<file path="config.mk">
export PLATFORM = sky130hd
export DESIGN_NAME = lvga_ram
export DESIGN_NICKNAME = d
export VERILOG_FILES = /design/src/sv/lvga_ram.sv
export SDC_FILE = /design/constraint.sdc
export NUM_CORES = 2
export LEC_CHECK = 0
export BUFFER_PORTS_ARGS = -buffer_cell sky130_fd_sc_hd__buf_2
export CAP_MARGIN = 20
export CELL_PAD_IN_SITES_DETAIL_PLACEMENT = 1
export CELL_PAD_IN_SITES_GLOBAL_PLACEMENT = 1
export CORE_MARGIN = 2
export CORE_UTILIZATION = 40
export DETAILED_ROUTE_END_ITERATION = 12
export HOLD_SLACK_MARGIN = 0.08
export PLACE_DENSITY = 0.56
export SETUP_SLACK_MARGIN = 0.02
export SYNTH_ARGS = -nofsm -noshare
export SYNTH_HDL_FRONTEND = slang
export SYNTH_SLANG_ARGS = --single-unit
export TNS_END_PERCENT = 30
</file>
<file path="constraint.sdc">
create_clock -name clk_i -period 5.4 [get_ports clk_i]
set_input_delay 0.54 -clock clk_i [delete_from_list [all_inputs] [get_ports clk_i]]
set_output_delay 0.54 -clock clk_i [all_outputs]
set_load 0.01 [all_outputs]
</file>
<file path="src/sv/lvga_ram.sv">
// Generic single-clock RAM: one write port, one read port, registered read.
// Read of an address written in the same cycle returns the old data. No dependencies.
module lvga_ram #(
  parameter int WIDTH = 8,
  parameter int DEPTH = 256
) (
  input  logic                             clk_i,
  input  logic                             we_i,
  input  logic [$clog2(DEPTH)-1:0]         waddr_i,
  input  logic [WIDTH-1:0]                 wdata_i,
  input  logic [$clog2(DEPTH)-1:0]         raddr_i,
  output logic [WIDTH-1:0]                 rdata_o
);

  logic [WIDTH-1:0] mem_q [DEPTH];
  logic [WIDTH-1:0] rdata_q;

  always_ff @(posedge clk_i) begin
    if (we_i) begin
      mem_q[waddr_i] <= wdata_i;
    end
    rdata_q <= mem_q[raddr_i];
  end

  assign rdata_o = rdata_q;

endmodule

</file>
; ---- After elaboration in Yosys (flattened, before gate mapping)
; Memories as Yosys holds them, arrays and structs flattened. A register that Yosys moved wholly into a read port is not among the register bits.
; Index checks and enable logic that the tools add are counted.
[op_classes]
n_mux = 2
[op_table]
columns = operator, n
row1 = $mux 1, 2
[word_totals]
memories = 1
ram_bits = 2048
ff_bits = 0
[mem_list]
columns = memory, depth, word_bits, read_ports, rd_clocked_by_memory_dff, wr, line
row1 = mem_q, 256, 8, 1, 1, 1, 15  ; logic [WIDTH-1:0] mem_q [DEPTH];

; ---- Logic depth before layout (Yosys ltp)
[logic_depth]
depth_word = 2
ltp_mapped = 11
ltp_nobuf = 6

; ---- Worst setup path before layout
; Ideal clock, no wire load.
[synth_timing]
path_type = input -> register
start = input port raddr_i[0]
end = register rdata_q[2] (netlist: rdata_o[2]), read port of mem_q
arrival_ns = 2.347
setup_ns = 0.131
stages = 9
slack_ns = 2.922
path_buffers = 4
cell_sequence = buf_6 > buf_12 > buf_8 > buf_2 > mux4_2 > a22oi_1 > a21oi_1 > nor4_1 > nor4_2
[synth_rtl]
columns = item, line
row1 = from (decl), 11  ; input logic [$clog2(DEPTH)-1:0] raddr_i,
row2 = to (decl), 16  ; logic [WIDTH-1:0] rdata_q;

==> metrics.md <==
| Metric | Value |
|---|---|
| Post-synth EDFFs | `2048` |
| Final Hold Fails | `0` |
| Post-CTS setup buffer count | `0` |
| Grt ovf | `0` |
| Pwr per Cell Area | `374.2 mW/mm^2` |
| Post-synthesis register bit count | `between 2000 and 2500` |
| DRC | `0` |
| LEAKAGE | `27.47 nW` |
| Via count | `approximately 38000` |
| DIE WIDTH | `roughly 450 um` |
| CTS clk-pin slew, worst paths | `roughly 0.060 ns` |
| Hold path cells | `1` |
| Post-CTS Hold Fix Bufs | `0` |
| Initial antenna violation count | `17` |
| RSZ-0062 raised after global routing | `false` |
| Seq/Total Area, Yosys | `around 78%` |
| Drt total wl | `between 200000 and 250000 um` |
| Synth cell types | `between 50 and 60` |
| DIE HEIGHT | `~450 um` |
| Fmax achieved | `297.5 MHz` |
| Pre-antenna DRT Iters | `7` |
| CTS tree | `yes` |
| Placer congestion estimate | `around 0.81` |
| Crit path required time | `slightly above 6 ns` |
| R2r startpoint | `mem_q[42][3]` |
| CTS H-tree depth | `4` |
| Buffers on Ports | `33` |
| Final Critical Period | `3.361 ns` |
| Max cap viols | `0` |
| Slowest-stage cell, CP | `a211oi_1` |
| CORE AREA | `just under 0.2 sq mm` |
| Skew final | `roughly 0.044 ns` |
| Ys flop type | `edfxtp_1` |
| Fin Setup TNS | `0 ns` |
| Status | `finished, final reports clean` |
| WHS Endpoint | `mem_q[214][6]` |
| Slew @ Worst Pin | `1.180 ns` |
| VDD IR-drop max | `roughly 0.27 mV` |
| Mapped Area | `0.07956 sq mm` |
| Clock sink count | `between 2000 and 2500` |
| Drt wl/cell | `32.60 um` |
| Ratio of cells with drive above 1 in the final layout | `23.08%` |
| CP Max Fanout | `45` |
| Critical Path End Type | `register` |
| Crit-path cells | `buf_8 -> buf_4 -> mux4_2 -> a221oi_1 -> o221ai_1 -> a211oi_1 -> nor4_1` |
| CTS max path bufs | `3` |
| Period utilisation layout | `a little over 60%` |
| Total CTS buffers | `between 200 and 250` |
| Detailed placement HPWL | `~130000 um` |
| Post-Syn Nets | `about 3800` |
| Signal arrival time at the worst endpoint | `around 4.1 ns` |
| Worst R2R Path Depth | `6` |
| Layout area overhead | `12.86%` |
| Layout Nets | `between 3000 and 4000` |
| Vias per inst | `between 5 and 6` |
| Max Slew Vio Count | `0` |
| Drt initial violations | `~4300` |
| CP Launch Type | `input port` |
| Reg2Reg Capture Point | `rdata_o[3]` |
| Final setup viols | `0` |
| Setup WS pre-CTS | `1.232 ns` |
| Pin count of the biggest net entering global routing | `around 160` |
| Root buf cell | `clkbuf_16` |
| Number of global-route vias before repair | `between 40000 and 50000` |
| IO Pins | `34` |
| Initial Util | `between 40% and 50%` |
| Rel. slew slack | `a little over a fifth` |
| Hold wc startpoint | `wdata_i[6]` |
| Resized Gates After CTS | `0` |
| Clock latency on the worst-skew pair | `0.86 ns` |
| Gr usage total | `a little over a fifth` |
| First-pass GRT wire length | `between 300000 and 400000 um` |
| DIE AREA | `0.2025 sq mm` |
| Worst min path class | `input port to register` |
| Site Rows | `roughly 160` |
| Post-Synthesis Cells | `around 3700` |
| Post-Syn Area per Cell | `between 20 and 25 sq um` |
| Slack of the critical path | `slightly above 2 ns` |
| Slowest stage delay, CP | `slightly below 1 ns` |
| FFs w/ async S/R, synth | `0%` |
| Flop2flop setup slack | `between 2 and 2.5 ns` |
| Synthesis Warnings | `0` |
| Detail Route Antenna Nets | `0` |
| CP Class | `input port to register` |
## cell usage in the layout (no fill, tap or decap), types with 11 or more instances in the layout
cell type	n
edfxtp_1	2048
mux4_2	454
nor2_1	279
clkbuf_16	216
mux2i_1	134
a22oi_1	133
buf_4	121
a21oi_1	96
clkbuf_1	64
clkinv_1	49
o221ai_1	46
nand2_1	33
clkinv_2	29
o22ai_1	28
nor2b_1	28
nand3_1	28
nor3_1	22
buf_2	22
nor4_1	20
buf_12	19
a211oi_1	16
bufinv_16	14
a221oi_1	13
buf_8	11
## synthesized netlist by cell type, types with 3 or more instances
master,number,share of area [%]
o221ai_1,46,0.51
mux4_2,454,13
nor4_1,24,0.19
nand2b_1,8,0.063
buf_4,27,0.25
nor2b_1,31,0.24
mux2i_1,134,1.7
o211ai_1,10,0.094
clkbuf_1,111,0.52
a221oi_1,13,0.14
or2_2,4,0.031
and2_1,6,0.047
nand4_1,10,0.079
nor4_2,3,0.047
a211oi_1,16,0.15
nor2_1,282,1.3
buf_12,8,0.20
o32ai_1,4,0.044
a22o_1,8,0.088
edfxtp_1,2048,77
dfxtp_1,8,0.20
buf_2,31,0.20
nand3_1,34,0.21
nand2_1,33,0.16
buf_6,21,0.30
a22oi_1,133,1.3
o22a_1,5,0.055
buf_1,22,0.10
a21oi_1,96,0.60
buf_8,13,0.25
o22ai_1,28,0.22
o21ai_0,10,0.063
nor3_1,22,0.14
## through the flow
step	hold WS (ns)	utilization (%)	instance area, sq um	std cells	power [mW]
after global routing	0.1804	45.48	89780	6709	34.51
final	0.1717	45.48	89780	6709	33.60
after global placement	1.077	42.05	83020	6309	19.63
after floorplan	0.6389	-	79560	3733	18.80
after detailed placement	1.080	42.07	83060	6312	19.65
after CTS	0.1751	45.46	89760	6706	33.90
## report_power, final
group / internal [mW] / switching (mW) / total [mW]
clock network: 8.06 / 6.25 / 14.3
logic: 0.544 / 1.10 / 1.65
registers: 17.6 / 0.0399 / 17.6
total: 26.2 / 7.39 / 33.6
## layout make-up
type | count | area [sq um]
well taps | 2640 | 3303
diodes | 1 | 2.502
repair buffers | 174 | 1575
clock inverters | 112 | 1023
clock buffers | 282 | 5673
multi-input cells | 1442 | 16540
flip-flops and latches | 2056 | 61660
fillers | 17994 | 107600
inverters | 2 | 7.507
## worst max-delay path, delay by kind of cell
kind | cells | cell delay (ns)
simple gates | 1 | 0.08
mux | 1 | 0.62
buf+inv | 2 | 1.01
compound gates | 3 | 1.62
## worst max path at each step
| stage | cells after the start | end | start |
|---|---|---|---|
| floorplan | 9 | rdata_o[2] | raddr_i[0] |
| global placement | 8 | rdata_o[4] | raddr_i[0] |
| detailed placement | 7 | rdata_o[3] | raddr_i[0] |
| CTS | 7 | rdata_o[3] | raddr_i[0] |
| global route | 9 | rdata_o[2] | raddr_i[0] |
| finish | 7 | rdata_o[3] | raddr_i[0] |
## layer usage
layer  track usage (%)  up-vias  wire, um
li1                  -    16051         -
met1             31.01    21046     96250
met2             35.16     1060    106900
met3             3.334      271     11040
met4             4.882        4      4518
met5                 0        -        26
## logic make-up (layout without fill, tap and decap cells)
family	count (synthesis)	after routing	synth area share (%)
buffers and inverters	235	570	1.831
AOI/OAI and AO/OA	385	385	3.419
muxes	591	591	14.62
other	0	1	0
and+or+nand+nor	466	466	2.628
DFF	2056	2056	77.50
## sequential cells by signal, summed over array words and instances (netlist names)
name     cells
rdata_o      8
mem_q     2048
Note: power is estimated with default switching activity, not from simulation.
